<file path="src/hw/rtl/mmdws_pkg.sv">
// ----------------------------------------------------------------------------
// Memory map decoder package
// Transfer types, region and action codes, and wait-state tables.
// ----------------------------------------------------------------------------
package mmdws_pkg;

    typedef struct packed {
        logic        req_type;
        logic [31:0] bus_address;
        logic [1:0]  access_size;
        logic        is_sequential;
        logic [31:0] wdata_in;
        logic        pc_in_bios;
        logic [16:0] obj_boundary;
    } t_req;

    typedef struct packed {
        logic [3:0]  target_region;
        logic [24:0] region_offset;
        logic [4:0]  access_cycles;
        logic [2:0]  action;
        logic [1:0]  write_size;
        logic [31:0] wdata_out;
    } t_rsp;

    typedef struct packed {
        logic [1:0]      sram_wait_sel;
        logic [2:0][1:0] rom_first_sel;
        logic [2:0]      rom_second_sel;
        logic [25:0]     cart_rom_bytes;
    } t_cfg;

    typedef struct packed {
        logic [3:0]  nib;
        logic        wr;
        logic [1:0]  size;
        logic        seq;
        logic        pcb;
        logic        bios_ok;
        logic [16:0] objb;
        logic [24:0] off;
        logic [31:0] wd;
    } t_s1;

    typedef struct packed {
        logic [3:0]  nib;
        logic        wr;
        logic [1:0]  size;
        logic        seq;
        logic [3:0]  region;
        logic [24:0] off;
        logic [2:0]  act;
        logic [31:0] wd;
    } t_s2;

    // configuration register indexes
    localparam logic [2:0] CFG_SRAM_WAIT   = 3'd0;
    localparam logic [2:0] CFG_ROM0_FIRST  = 3'd1;
    localparam logic [2:0] CFG_ROM0_SECOND = 3'd2;
    localparam logic [2:0] CFG_ROM1_FIRST  = 3'd3;
    localparam logic [2:0] CFG_ROM1_SECOND = 3'd4;
    localparam logic [2:0] CFG_ROM2_FIRST  = 3'd5;
    localparam logic [2:0] CFG_ROM2_SECOND = 3'd6;
    localparam logic [2:0] CFG_CART_BYTES  = 3'd7;

    localparam logic [25:0] CART_BYTES_RST = 26'd33554432;

    // address nibble codes
    localparam logic [3:0] NIB_BIOS   = 4'd0;
    localparam logic [3:0] NIB_BWRAM  = 4'd2;
    localparam logic [3:0] NIB_CWRAM  = 4'd3;
    localparam logic [3:0] NIB_IO     = 4'd4;
    localparam logic [3:0] NIB_PAL    = 4'd5;
    localparam logic [3:0] NIB_VRAM   = 4'd6;
    localparam logic [3:0] NIB_OAM    = 4'd7;
    localparam logic [3:0] NIB_ROM0A  = 4'd8;
    localparam logic [3:0] NIB_ROM0B  = 4'd9;
    localparam logic [3:0] NIB_ROM1A  = 4'd10;
    localparam logic [3:0] NIB_ROM1B  = 4'd11;
    localparam logic [3:0] NIB_ROM2A  = 4'd12;
    localparam logic [3:0] NIB_ROM2B  = 4'd13;
    localparam logic [3:0] NIB_SRAM   = 4'd14;

    // target region codes
    localparam logic [3:0] REG_BIOS  = 4'd0;
    localparam logic [3:0] REG_BWRAM = 4'd1;
    localparam logic [3:0] REG_CWRAM = 4'd2;
    localparam logic [3:0] REG_IO    = 4'd3;
    localparam logic [3:0] REG_PAL   = 4'd4;
    localparam logic [3:0] REG_VRAM  = 4'd5;
    localparam logic [3:0] REG_OAM   = 4'd6;
    localparam logic [3:0] REG_ROM   = 4'd7;
    localparam logic [3:0] REG_NONE  = 4'd8;

    // action codes
    localparam logic [2:0] ACT_READ    = 3'd0;
    localparam logic [2:0] ACT_WRITE   = 3'd1;
    localparam logic [2:0] ACT_LATCHED = 3'd2;
    localparam logic [2:0] ACT_OPEN    = 3'd3;
    localparam logic [2:0] ACT_DROP    = 3'd4;

    // access size codes
    localparam logic [1:0] SIZE_BYTE = 2'd0;
    localparam logic [1:0] SIZE_HALF = 2'd1;
    localparam logic [1:0] SIZE_WORD = 2'd2;
    localparam logic [1:0] SIZE_RSVD = 2'd3;

    localparam logic [16:0] VRAM_FOLD_START = 17'd98304;
    localparam logic [16:0] VRAM_FOLD_STEP  = 17'd32768;
    localparam logic [24:0] ROM_OFF_MASK    = 25'h1FF_FFFF;

    localparam logic [3:0] FIRST_WAIT [4] = '{4'd4, 4'd3, 4'd2, 4'd8};
    localparam logic [3:0] SECOND_WAIT [3][2] = '{
        '{4'd2, 4'd1},
        '{4'd4, 4'd1},
        '{4'd8, 4'd1}
    };

endpackage

</file>
<file path="src/hw/rtl/mmdws_decode.sv">
// ----------------------------------------------------------------------------
// Memory map decoder, stage 1
// Normalize the request, mask and mirror the offset per address nibble.
// ----------------------------------------------------------------------------
module mmdws_decode #(
    parameter int unsigned BIOS_BYTES       = 16384,
    parameter int unsigned BOARD_WRAM_BYTES = 262144,
    parameter int unsigned CHIP_WRAM_BYTES  = 32768,
    parameter int unsigned PALETTE_BYTES    = 1024,
    parameter int unsigned OAM_BYTES        = 1024
) (
    input  logic              i_clk,
    input  logic              i_rst_n,
    input  logic              i_valid,
    input  mmdws_pkg::t_req   i_req,
    output logic              o_valid,
    output mmdws_pkg::t_s1    o_s1
);

    localparam logic [31:0] BIOS_LIMIT = 32'(BIOS_BYTES);
    localparam logic [24:0] BWRAM_MASK = 25'(BOARD_WRAM_BYTES - 1);
    localparam logic [24:0] CWRAM_MASK = 25'(CHIP_WRAM_BYTES - 1);
    localparam logic [24:0] PAL_MASK   = 25'(PALETTE_BYTES - 1);
    localparam logic [24:0] OAM_MASK   = 25'(OAM_BYTES - 1);

    logic           r_valid;
    mmdws_pkg::t_s1 r_s1;
    mmdws_pkg::t_s1 n_s1;
    logic [1:0]     size;
    logic           io_mirror;
    logic [16:0]    vram_off;
    logic [24:0]    low_addr;

    always_comb begin
        low_addr = i_req.bus_address[24:0];
        size     = (i_req.access_size == mmdws_pkg::SIZE_RSVD) ? mmdws_pkg::SIZE_WORD
                                                               : i_req.access_size;
        if (i_req.req_type && size == mmdws_pkg::SIZE_WORD) begin
            io_mirror = i_req.bus_address[11];
        end else begin
            io_mirror = (|i_req.bus_address[23:16]) | i_req.bus_address[11];
        end
        vram_off = i_req.bus_address[16:0];
        if (vram_off >= mmdws_pkg::VRAM_FOLD_START) begin
            vram_off = vram_off - mmdws_pkg::VRAM_FOLD_STEP;
        end

        n_s1.nib     = i_req.bus_address[27:24];
        n_s1.wr      = i_req.req_type;
        n_s1.size    = size;
        n_s1.seq     = i_req.is_sequential;
        n_s1.pcb     = i_req.pc_in_bios;
        n_s1.bios_ok = i_req.bus_address < BIOS_LIMIT;
        n_s1.objb    = i_req.obj_boundary;
        n_s1.wd      = i_req.wdata_in;

        case (n_s1.nib)
            mmdws_pkg::NIB_BIOS:  n_s1.off = low_addr;
            mmdws_pkg::NIB_BWRAM: n_s1.off = low_addr & BWRAM_MASK;
            mmdws_pkg::NIB_CWRAM: n_s1.off = low_addr & CWRAM_MASK;
            mmdws_pkg::NIB_IO: begin
                n_s1.off = {1'b0, io_mirror ? 8'h00 : i_req.bus_address[23:16],
                            i_req.bus_address[15:0]};
            end
            mmdws_pkg::NIB_PAL:   n_s1.off = low_addr & PAL_MASK;
            mmdws_pkg::NIB_VRAM:  n_s1.off = {8'h00, vram_off};
            mmdws_pkg::NIB_OAM:   n_s1.off = low_addr & OAM_MASK;
            mmdws_pkg::NIB_ROM0A, mmdws_pkg::NIB_ROM0B, mmdws_pkg::NIB_ROM1A,
            mmdws_pkg::NIB_ROM1B, mmdws_pkg::NIB_ROM2A, mmdws_pkg::NIB_ROM2B: begin
                n_s1.off = low_addr & mmdws_pkg::ROM_OFF_MASK;
            end
            default:              n_s1.off = '0;
        endcase
    end

    always_ff @(posedge i_clk) begin
        if (!i_rst_n) begin
            r_valid <= 1'b0;
        end else begin
            r_valid <= i_valid;
        end
    end

    always_ff @(posedge i_clk) begin
        r_s1 <= n_s1;
    end

    assign o_valid = r_valid;
    assign o_s1    = r_s1;

endmodule

</file>
<file path="src/hw/rtl/mmdws_resolve.sv">
// ----------------------------------------------------------------------------
// Memory map decoder, stage 2
// Run the range checks and settle the target region and action.
// ----------------------------------------------------------------------------
module mmdws_resolve (
    input  logic              i_clk,
    input  logic              i_rst_n,
    input  logic              i_valid,
    input  mmdws_pkg::t_s1    i_s1,
    input  logic [25:0]       i_cart_rom_bytes,
    output logic              o_valid,
    output mmdws_pkg::t_s2    o_s2
);

    logic           r_valid;
    mmdws_pkg::t_s2 r_s2;
    mmdws_pkg::t_s2 n_s2;
    logic           byte_wr;
    logic [2:0]     act_hit;

    always_comb begin
        byte_wr = i_s1.wr && (i_s1.size == mmdws_pkg::SIZE_BYTE);
        act_hit = i_s1.wr ? mmdws_pkg::ACT_WRITE : mmdws_pkg::ACT_READ;

        n_s2.nib    = i_s1.nib;
        n_s2.wr     = i_s1.wr;
        n_s2.size   = i_s1.size;
        n_s2.seq    = i_s1.seq;
        n_s2.wd     = i_s1.wd;
        n_s2.region = mmdws_pkg::REG_NONE;
        n_s2.off    = '0;
        n_s2.act    = i_s1.wr ? mmdws_pkg::ACT_DROP : mmdws_pkg::ACT_OPEN;

        unique case (i_s1.nib) inside
            mmdws_pkg::NIB_BIOS: begin
                if (!i_s1.wr && i_s1.bios_ok) begin
                    n_s2.region = mmdws_pkg::REG_BIOS;
                    n_s2.off    = i_s1.off;
                    n_s2.act    = i_s1.pcb ? mmdws_pkg::ACT_READ : mmdws_pkg::ACT_LATCHED;
                end
            end
            mmdws_pkg::NIB_BWRAM: begin
                n_s2.region = mmdws_pkg::REG_BWRAM;
                n_s2.off    = i_s1.off;
                n_s2.act    = act_hit;
            end
            mmdws_pkg::NIB_CWRAM: begin
                n_s2.region = mmdws_pkg::REG_CWRAM;
                n_s2.off    = i_s1.off;
                n_s2.act    = act_hit;
            end
            mmdws_pkg::NIB_IO: begin
                n_s2.region = mmdws_pkg::REG_IO;
                n_s2.off    = i_s1.off;
                n_s2.act    = act_hit;
            end
            mmdws_pkg::NIB_PAL: begin
                n_s2.region = mmdws_pkg::REG_PAL;
                n_s2.off    = i_s1.off;
                n_s2.act    = act_hit;
            end
            mmdws_pkg::NIB_VRAM: begin
                if (!(byte_wr && i_s1.off[16:0] >= i_s1.objb)) begin
                    n_s2.region = mmdws_pkg::REG_VRAM;
                    n_s2.off    = i_s1.off;
                    n_s2.act    = act_hit;
                end
            end
            mmdws_pkg::NIB_OAM: begin
                if (!byte_wr) begin
                    n_s2.region = mmdws_pkg::REG_OAM;
                    n_s2.off    = i_s1.off;
                    n_s2.act    = act_hit;
                end
            end
            mmdws_pkg::NIB_ROM0A, mmdws_pkg::NIB_ROM0B, mmdws_pkg::NIB_ROM1A,
            mmdws_pkg::NIB_ROM1B, mmdws_pkg::NIB_ROM2A, mmdws_pkg::NIB_ROM2B: begin
                if (!byte_wr && ({1'b0, i_s1.off} < i_cart_rom_bytes)) begin
                    n_s2.region = mmdws_pkg::REG_ROM;
                    n_s2.off    = i_s1.off;
                    n_s2.act    = act_hit;
                end
            end
            default: begin
            end
        endcase
    end

    always_ff @(posedge i_clk) begin
        if (!i_rst_n) begin
            r_valid <= 1'b0;
        end else begin
            r_valid <= i_valid;
        end
    end

    always_ff @(posedge i_clk) begin
        r_s2 <= n_s2;
    end

    assign o_valid = r_valid;
    assign o_s2    = r_s2;

endmodule

</file>
<file path="src/hw/rtl/mmdws_format.sv">
// ----------------------------------------------------------------------------
// Memory map decoder, stage 3
// Look up the access cycles and shape the write size and data.
// ----------------------------------------------------------------------------
module mmdws_format (
    input  logic              i_clk,
    input  logic              i_rst_n,
    input  logic              i_valid,
    input  mmdws_pkg::t_s2    i_s2,
    input  mmdws_pkg::t_cfg   i_cfg,
    output logic              o_valid,
    output mmdws_pkg::t_rsp   o_rsp
);

    logic            r_valid;
    mmdws_pkg::t_rsp r_rsp;
    mmdws_pkg::t_rsp n_rsp;
    logic            wide;
    logic [1:0]      win;
    logic [4:0]      n16;
    logic [4:0]      s16;
    logic [7:0]      wbyte;

    always_comb begin
        wide  = (i_s2.size == mmdws_pkg::SIZE_WORD);
        win   = i_s2.nib[2:1];
        n16   = '0;
        s16   = '0;
        wbyte = i_s2.wd[7:0];

        n_rsp.target_region = i_s2.region;
        n_rsp.region_offset = i_s2.off;
        n_rsp.action        = i_s2.act;
        n_rsp.write_size    = mmdws_pkg::SIZE_BYTE;
        n_rsp.wdata_out     = '0;

        case (i_s2.nib) inside
            mmdws_pkg::NIB_BWRAM: begin
                n_rsp.access_cycles = wide ? 5'd6 : 5'd3;
            end
            mmdws_pkg::NIB_VRAM, mmdws_pkg::NIB_OAM, mmdws_pkg::NIB_PAL: begin
                n_rsp.access_cycles = wide ? 5'd2 : 5'd1;
            end
            mmdws_pkg::NIB_ROM0A, mmdws_pkg::NIB_ROM0B, mmdws_pkg::NIB_ROM1A,
            mmdws_pkg::NIB_ROM1B, mmdws_pkg::NIB_ROM2A, mmdws_pkg::NIB_ROM2B: begin
                n16 = 5'd1 + 5'(mmdws_pkg::FIRST_WAIT[i_cfg.rom_first_sel[win]]);
                s16 = 5'd1 + 5'(mmdws_pkg::SECOND_WAIT[win][i_cfg.rom_second_sel[win]]);
                if (wide) begin
                    n_rsp.access_cycles = i_s2.seq ? s16 + s16 : n16 + s16;
                end else begin
                    n_rsp.access_cycles = i_s2.seq ? s16 : n16;
                end
            end
            mmdws_pkg::NIB_SRAM: begin
                n_rsp.access_cycles = 5'(mmdws_pkg::FIRST_WAIT[i_cfg.sram_wait_sel]);
            end
            default: n_rsp.access_cycles = 5'd1;
        endcase

        if (i_s2.act == mmdws_pkg::ACT_WRITE) begin
            if (i_s2.size == mmdws_pkg::SIZE_BYTE &&
                (i_s2.region == mmdws_pkg::REG_PAL || i_s2.region == mmdws_pkg::REG_VRAM)) begin
                n_rsp.region_offset = {i_s2.off[24:1], 1'b0};
                n_rsp.write_size    = mmdws_pkg::SIZE_HALF;
                n_rsp.wdata_out     = {16'h0000, wbyte, wbyte};
            end else begin
                n_rsp.write_size = i_s2.size;
                case (i_s2.size)
                    mmdws_pkg::SIZE_BYTE: n_rsp.wdata_out = {24'h000000, wbyte};
                    mmdws_pkg::SIZE_HALF: n_rsp.wdata_out = {16'h0000, i_s2.wd[15:0]};
                    default:              n_rsp.wdata_out = i_s2.wd;
                endcase
            end
        end
    end

    always_ff @(posedge i_clk) begin
        if (!i_rst_n) begin
            r_valid <= 1'b0;
        end else begin
            r_valid <= i_valid;
        end
    end

    always_ff @(posedge i_clk) begin
        r_rsp <= n_rsp;
    end

    assign o_valid = r_valid;
    assign o_rsp   = r_rsp;

endmodule

</file>
<file path="src/hw/rtl/memory_map_decoder_with_waitstates_core.sv">
// ----------------------------------------------------------------------------
// Memory map decoder with wait states
// Decodes one bus access into region, mirrored offset, cycles and action.
//
//   Channel  Signals                                    Direction
//   request  i_start, o_busy, i_req                     in
//   result   o_done, o_rsp                              out
//   config   i_cfg_valid, o_cfg_ready, i_cfg_index,     in
//            i_cfg_data
//
// Three register stages: decode, resolve, format. A start transfer passes
// through the decode, resolve and format registers to o_done; one access
// enters every cycle. o_busy stays low, so the pipeline never stalls. Reset
// clears the stage valid bits and loads the wait-state registers with
// setting zero and the full 32 MiB cartridge size.
// ----------------------------------------------------------------------------
module memory_map_decoder_with_waitstates_core #(
    parameter int unsigned BIOS_BYTES       = 16384,
    parameter int unsigned BOARD_WRAM_BYTES = 262144,
    parameter int unsigned CHIP_WRAM_BYTES  = 32768,
    parameter int unsigned PALETTE_BYTES    = 1024,
    parameter int unsigned OAM_BYTES        = 1024
) (
    input  logic              i_clk,
    input  logic              i_rst_n,
    input  logic              i_start,
    output logic              o_busy,
    input  mmdws_pkg::t_req   i_req,
    output logic              o_done,
    output mmdws_pkg::t_rsp   o_rsp,
    input  logic              i_cfg_valid,
    output logic              o_cfg_ready,
    input  logic [2:0]        i_cfg_index,
    input  logic [25:0]       i_cfg_data
);

    mmdws_pkg::t_cfg r_cfg;
    logic            accept;
    logic            s1_valid;
    logic            s2_valid;
    mmdws_pkg::t_s1  s1;
    mmdws_pkg::t_s2  s2;

    assign o_busy      = 1'b0;
    assign o_cfg_ready = 1'b1;
    assign accept      = i_start && !o_busy;

    always_ff @(posedge i_clk) begin
        if (!i_rst_n) begin
            r_cfg.sram_wait_sel  <= '0;
            r_cfg.rom_first_sel  <= '0;
            r_cfg.rom_second_sel <= '0;
            r_cfg.cart_rom_bytes <= mmdws_pkg::CART_BYTES_RST;
        end else if (i_cfg_valid && o_cfg_ready) begin
            unique case (i_cfg_index)
                mmdws_pkg::CFG_SRAM_WAIT:   r_cfg.sram_wait_sel     <= i_cfg_data[1:0];
                mmdws_pkg::CFG_ROM0_FIRST:  r_cfg.rom_first_sel[0]  <= i_cfg_data[1:0];
                mmdws_pkg::CFG_ROM0_SECOND: r_cfg.rom_second_sel[0] <= i_cfg_data[0];
                mmdws_pkg::CFG_ROM1_FIRST:  r_cfg.rom_first_sel[1]  <= i_cfg_data[1:0];
                mmdws_pkg::CFG_ROM1_SECOND: r_cfg.rom_second_sel[1] <= i_cfg_data[0];
                mmdws_pkg::CFG_ROM2_FIRST:  r_cfg.rom_first_sel[2]  <= i_cfg_data[1:0];
                mmdws_pkg::CFG_ROM2_SECOND: r_cfg.rom_second_sel[2] <= i_cfg_data[0];
                mmdws_pkg::CFG_CART_BYTES:  r_cfg.cart_rom_bytes    <= i_cfg_data;
                default: begin
                end
            endcase
        end
    end

    mmdws_decode #(
        .BIOS_BYTES       (BIOS_BYTES),
        .BOARD_WRAM_BYTES (BOARD_WRAM_BYTES),
        .CHIP_WRAM_BYTES  (CHIP_WRAM_BYTES),
        .PALETTE_BYTES    (PALETTE_BYTES),
        .OAM_BYTES        (OAM_BYTES)
    ) u_decode (
        .i_clk   (i_clk),
        .i_rst_n (i_rst_n),
        .i_valid (accept),
        .i_req   (i_req),
        .o_valid (s1_valid),
        .o_s1    (s1)
    );

    mmdws_resolve u_resolve (
        .i_clk            (i_clk),
        .i_rst_n          (i_rst_n),
        .i_valid          (s1_valid),
        .i_s1             (s1),
        .i_cart_rom_bytes (r_cfg.cart_rom_bytes),
        .o_valid          (s2_valid),
        .o_s2             (s2)
    );

    mmdws_format u_format (
        .i_clk   (i_clk),
        .i_rst_n (i_rst_n),
        .i_valid (s2_valid),
        .i_s2    (s2),
        .i_cfg   (r_cfg),
        .o_valid (o_done),
        .o_rsp   (o_rsp)
    );

endmodule

</file>
<file path="config.mk">
export PLATFORM = sky130hd
export DESIGN_NAME = memory_map_decoder_with_waitstates_core
export DESIGN_NICKNAME = d
export VERILOG_FILES = /design/src/hw/rtl/mmdws_pkg.sv /design/src/hw/rtl/mmdws_decode.sv /design/src/hw/rtl/mmdws_resolve.sv /design/src/hw/rtl/mmdws_format.sv /design/src/hw/rtl/memory_map_decoder_with_waitstates_core.sv
export SDC_FILE = /design/constraint.sdc
export NUM_CORES = 1
export LEC_CHECK = 0
export BUFFER_PORTS_ARGS = -buffer_cell sky130_fd_sc_hd__buf_2
export CAP_MARGIN = 10
export CORE_MARGIN = 4
export CORE_UTILIZATION = 30
export CTS_CLUSTER_DIAMETER = 200
export CTS_CLUSTER_SIZE = 12
export DETAILED_ROUTE_END_ITERATION = 6
export PLACE_DENSITY = 0.59
export SYNTH_ARGS = -nofsm -noshare
export SYNTH_HDL_FRONTEND = slang
export SYNTH_SLANG_ARGS = --single-unit
</file>
<file path="constraint.sdc">
create_clock -name i_clk -period 4.6 [get_ports i_clk]
set_clock_uncertainty 0.2 [all_clocks]
set_input_delay 0.23 -clock i_clk [delete_from_list [all_inputs] [get_ports i_clk]]
set_output_delay 0.23 -clock i_clk [all_outputs]
set_load 0.03 [all_outputs]
</file>
-- Yosys cells after proc, flatten, opt, wreduce, memory -nomap -nowiden
Index checks and enable logic that the tools add are counted.
- output and inout bits: 74
- register bits: 266
- bits of input ports: 119
- equal/unequal tests: 49
- bitwise gates (word level): 6
- reduce and logical (&&, ||, !) cells: 29
- add/sub/neg operators: 5
- magnitude comparators: 9
- multiplexer cells: 42
- operator list (kind ; count):
    case mux 32 bit (8 select lines) ; 1
    case mux 25 bit (6 select lines) ; 1
    two-way mux 32 bit ; 4
    equality test 4 bit (second input constant) ; 19
    case mux 32 bit (2 select lines) ; 1
    equality test 4 x 3 -> 1 bit (second input constant) ; 13
    two-way mux 33 bit ; 1
    less-than comparator 32 x 15 -> 1 bit (second input constant) ; 1
    two-way mux 4 bit ; 8
    two-way mux 5 bit ; 6
    less-than comparator 25 x 26 -> 1 bit ; 1
    two-way mux 8 bit ; 3
    equality test 4 x 2 -> 1 bit (second input constant) ; 5
    >= comparator 17 bit ; 1
    >= comparator 17 bit (second input constant) ; 1
    two-way mux 17 bit ; 1
    subtractor 17 x 16 -> 17 bit (second input constant) ; 1
    binary-select mux 4 bit (select 2 bit) ; 2
    binary-select mux 8 bit (select 2 bit) ; 1
    AND reduction 2 bit ; 8
    equality test 3 bit (second input constant) ; 4
    OR reduction 6 bit ; 2
    adder 1 x 4 -> 5 bit (first input constant) ; 2
    adder 5 bit ; 2
    26 further kinds ; 51

-- Depth between registers and ports, before layout
- word-level depth: 14
- gate-level depth with buffers: 13

-- Modules after synthesis
Synthesis repeated with hierarchy kept, for this count alone.
- cell total of the unflattened synthesis: 828
- area, all modules: 9288.9 um2
- modules (own cells, without submodules) (module ; cells an instance ; sequential area each (um2) ; instances ; area an instance (um2)):
    mmdws_resolve ; 307 ; 1461.4 ; 1 ; 3259.4
    mmdws_format ; 211 ; 1441.4 ; 1 ; 2354.8
    mmdws_decode ; 151 ; 1701.6 ; 1 ; 2120.8
    memory_map_decoder_with_waitstates_core ; 159 ; 740.7 ; 1 ; 1554.0

-- Least setup slack after synthesis
Ideal clock, no wire load.
- path kind: flip-flop to flip-flop
- from: reg u_resolve.r_s2 (netlist bit u_resolve.o_s2[70])
- to: reg u_format.r_rsp (netlist bit u_format.o_rsp[40])
- buffers on the path: 2
- arrival: 2146 ps
- data required time: 4284 ps
- setup slack: 2138 ps
- stages on the path, launching flop included: 14
- period minus slack after synthesis: 2462 ps
- path through: dfxtp_1 > clkbuf_1 > buf_2 > or2_2 > o211ai_1 > nand2_1 > o21ai_1 > ha_1 > a21o_1 > a21oi_1 > xor2_1 > o21ai_0 > a21oi_1 > nor2_1
- word-level cells in the longest chain between the ends: 14
- elaborated cells on any way between the ends: 40
- those cells by class: add/sub: 4; eq/ne: 11; mux: 20; bitwise: 3; reduce/logical: 2
- ends and longest elaborated chain (what ; RTL line ; source):
    start: declaration ; mmdws_resolve.sv:16 ; mmdws_pkg::t_s2 r_s2;
    start signal: assignment ; mmdws_resolve.sv:98 ; r_s2 <= n_s2;
    NOT 2 -> 3 bit (not written as such) ; mmdws_format.sv:47 ; s16 = 5'd1 + 5'(mmdws_pkg::SECOND_WAIT[win][i_cfg.rom_second_sel[win]]);
    binary-select mux 8 bit (select 2 bit) ; mmdws_format.sv:47 ;
    two-way mux 8 bit (not written as such) (2 in a row) ; mmdws_format.sv:47 ;
    two-way mux 4 bit (not written as such) (3 in a row) ; mmdws_format.sv:47 ;
    adder 1 x 4 -> 5 bit ; mmdws_format.sv:47 ;
    adder 5 bit ; mmdws_format.sv:49 ; n_rsp.access_cycles = i_s2.seq ? s16 + s16 : n16 + s16;
    two-way mux 5 bit ; mmdws_format.sv:49 ;
    two-way mux 5 bit ; mmdws_format.sv:48 ; if (wide) begin
    two-way mux 5 bit (2 in a row) ; mmdws_format.sv:37 ; case (i_s2.nib) inside
    two-way mux 5 bit * ; mmdws_format.sv:37 ;
    end signal: assignment ; mmdws_format.sv:86 ; r_rsp <= n_rsp;
    end: declaration ; mmdws_format.sv:16 ; mmdws_pkg::t_rsp r_rsp;
Mark *: on every way between the ends. The rest lies on a longest branch, timed or not. The select of a mux whose other input is x is not followed.
A chain may end at the register's enable or synchronous reset.

==> results by group <==
Timing
  • Period utilisation layout: 70.7%
  • Max-slew violations: 0
  • Fmax: 307 MHz
  • Setup TNS: 0 ps
  • Hold_ws: roughly 70 ps
  • RSZ-0062 raised after global routing: no
  • Hold Vio Cnt, Final: 0
  • Final min period: approximately 3300 ps
  • Slew @ Worst Pin: 1040 ps
  • Max-slew headroom: between 30 and 40%
  • Setup violators final: 0

Clocking
  • Clk Latency, worst-skew pair: between 500 and 600 ps
  • Clk buf depth: 3
  • Clock sinks: 266
  • Cts bufs inserted: 26
  • Clock slew at reported path FFs: 60 ps
  • CTS hold repair buffers: 117
  • CTS H-tree depth: 1
  • # Post-CTS Setup Buffers: 0
  • TritonCTS clock tree: built
  • Cts repair resizes: 0
  • Root buf cell: clkbuf_16

Floorplanning
  • Starting Density: between 30 and 40%
  • # IOs: 193
  • Die Height: roughly 180 um
  • Die area: about 33000 um2
  • Core ar.: 29600 um2
  • FP Rows: 63
  • Die X: 181 um

Yosys
  • Sequential area share after synthesis: between 50% and 60%
  • Number of synthesized flops with an enable pin: 0
  • Post-synth top flop: dfxtp_1
  • Netlist cell types: 65
  • Seq cells post-synth: 266
  • Ys async rst share: 0%
  • Ys Warns: 0
  • Mapped Nets: 1002
  • Post-Synthesis Cells: 829
  • Post-Syn Area per Cell: 10.9 um2
  • Mapped cell area: 9020 um2

Setup path
  • Worst EP arrival: around 3500 ps
  • Required time of the critical path: 4800 ps
  • CP Class: reg2reg
  • CP startpoint kind: flip-flop
  • Setup crit end kind: flip-flop
  • Critical path fanouts, max: 26

Drt
  • Residual DRC: 0
  • Final ANT Viol Nets: 0
  • Vias per Instance: 4.34
  • Drt first-iter violations: around 280
  • Drt wl/cell: 15.0 um
  • DR pass1 iterations: 5
  • WL final: 22900 um
  • Vias: 6604

Flow run
  • Maxcap violations: 0

Global route
  • GRT Total Usage: 13.5%
  • Number of global-route vias before repair: approximately 6600
  • First-pass GRT wire length: 35800 um
  • GR Overflow Total: 0
  • Pin count of the biggest net entering global routing: 41
  • Initial antenna violation count: 0

Power
  • Internal: 3.71 mW
  • PwrDens: 406 nW/um2
  • Clk pwr share: 36.7%
  • Reg power frac: 51.2%
  • Switching Share: 24.7%
  • LEAKAGE: 5.33 nW
  • P_sw: 1.22 mW
  • Peak supply drop: about 0.00026 V
  • Combinational power share: between 10% and 20%

Cells and area
  • Post-route insts no fill: ~1500
  • Post-Route Utilization: 41.0%
  • Commonest non-fill, non-tap cell in the layout: dfxtp_1
  • Commonest cells after routing, fill and taps aside: 266 x dfxtp_1, 190 x buf_2, 117 x dlygate4sd3_1
  • P&R area growth vs syn: 34.7%
  • N_diodes: 0
  • NumNets Final: 1306
  • Layout cells sized above 1: 22.5%

Placement
  • I/O Buffers: 190
  • RePlAce Congestion: 0.816
  • Detailed Place HPWL: 16800 um
  • Placed cells: roughly 1400

Min path
  • Hold Crit Class: in2reg

Status
  • Status: finished, final reports clean
[layer usage]
| metal | share of wire [%] | GRT usage (%) | wire (um) | vias to the layer above |
|---|---|---|---|---|
| li1 | - | - | - | 3385 |
| met5 | 0 | 0 | 0 | - |
| met3 | 6.5 | 2.54 | 1500 | 30 |
| met4 | 2.2 | 3.54 | 512 | 0 |
| met1 | 45 | 18.5 | 10400 | 2984 |
| met2 | 46 | 22.1 | 10500 | 205 |
[worst max-delay path, stage by stage (launching register included)]
cell      delay, ps
dfxtp_1         330
inv_1            40
ha_1            300
a21o_1          180
a211oi_1        210
o21ai_0         150
a32oi_1         300
nand4_2         840
and2_2          570
[power by group through the flow]
stage	Combinational, mW	Sequential (mW)	Clock [mW]
final	0.596	2.52	1.81
after global placement	0.515	2.57	0
after detailed placement	0.520	2.58	0
after floorplan	0.250	2.65	0
after global routing	0.655	2.54	1.97
after CTS	0.599	2.53	1.87
[kinds of logic after synthesis]
kind of cell / after synthesis / synth area share (%)
flops: 266 / 59.0
buf+inv: 92 / 4.49
fa+ha+maj: 54 / 7.57
simple gates: 245 / 14.4
xor+xnor: 2 / 0.194
other cells: 2 / 0.0833
mux: 16 / 1.78
compound gates: 152 / 12.4
[state kept, by name (all words and copies together), names as in the netlist]
signal / count
u_decode.o_s1: 84
u_resolve.o_s2: 71
r_cfg: 37
u_resolve.o_valid: 1
u_decode.o_valid: 1
u_format.o_rsp: 71
u_format.o_valid: 1
[cells in the mapped netlist, drive strengths merged, types with 8 or more instances]
master | count | area share (%)
and3 | 18 | 1.2
nor3 | 8 | 0.44
inv | 58 | 2.4
nor4 | 8 | 0.55
clkbuf | 23 | 0.96
and2 | 37 | 2.6
o21ai | 22 | 1.3
nand2 | 83 | 3.5
ha | 53 | 7.4
a21boi | 53 | 5.2
dfxtp | 266 | 59
a21oi | 29 | 1.7
buf | 11 | 1.1
nand4 | 12 | 0.90
mux2i | 16 | 1.8
a22oi | 9 | 0.75
nor2 | 26 | 1.1
nor2b | 16 | 1.1
[per-stage QoR]
step	setup slack (ps)	total power, mW	cell area, um2
after floorplan	2140	2.90	9020
after global placement	1430	3.09	10300
after detailed placement	1340	3.10	10300
after CTS	1350	5.00	12100
after global routing	1090	5.16	12100
final	1350	4.93	12100
[path summary, 6_finish.rpt]
path	start	end	slack (ps)	depth (start not counted)
max	r_cfg[3]	u_resolve.o_s2[63]	1350	8
min	i_rst_n	r_cfg[20]	70	2
max reg2reg	r_cfg[3]	u_resolve.o_s2[63]	1350	8
min reg2reg	u_decode.o_s1[27]	u_resolve.o_s2[27]	120	0
[layout make-up]
cell class	count	area, um2
clock buffer	26	651
tap	390	488
fill	2908	17500
multi-input combinational	471	3290
timing repair buffer	310	2140
sequential	266	5330
inverter	58	218
clock inverter	2	27.5
Note: power is estimated with default switching activity, not from simulation.
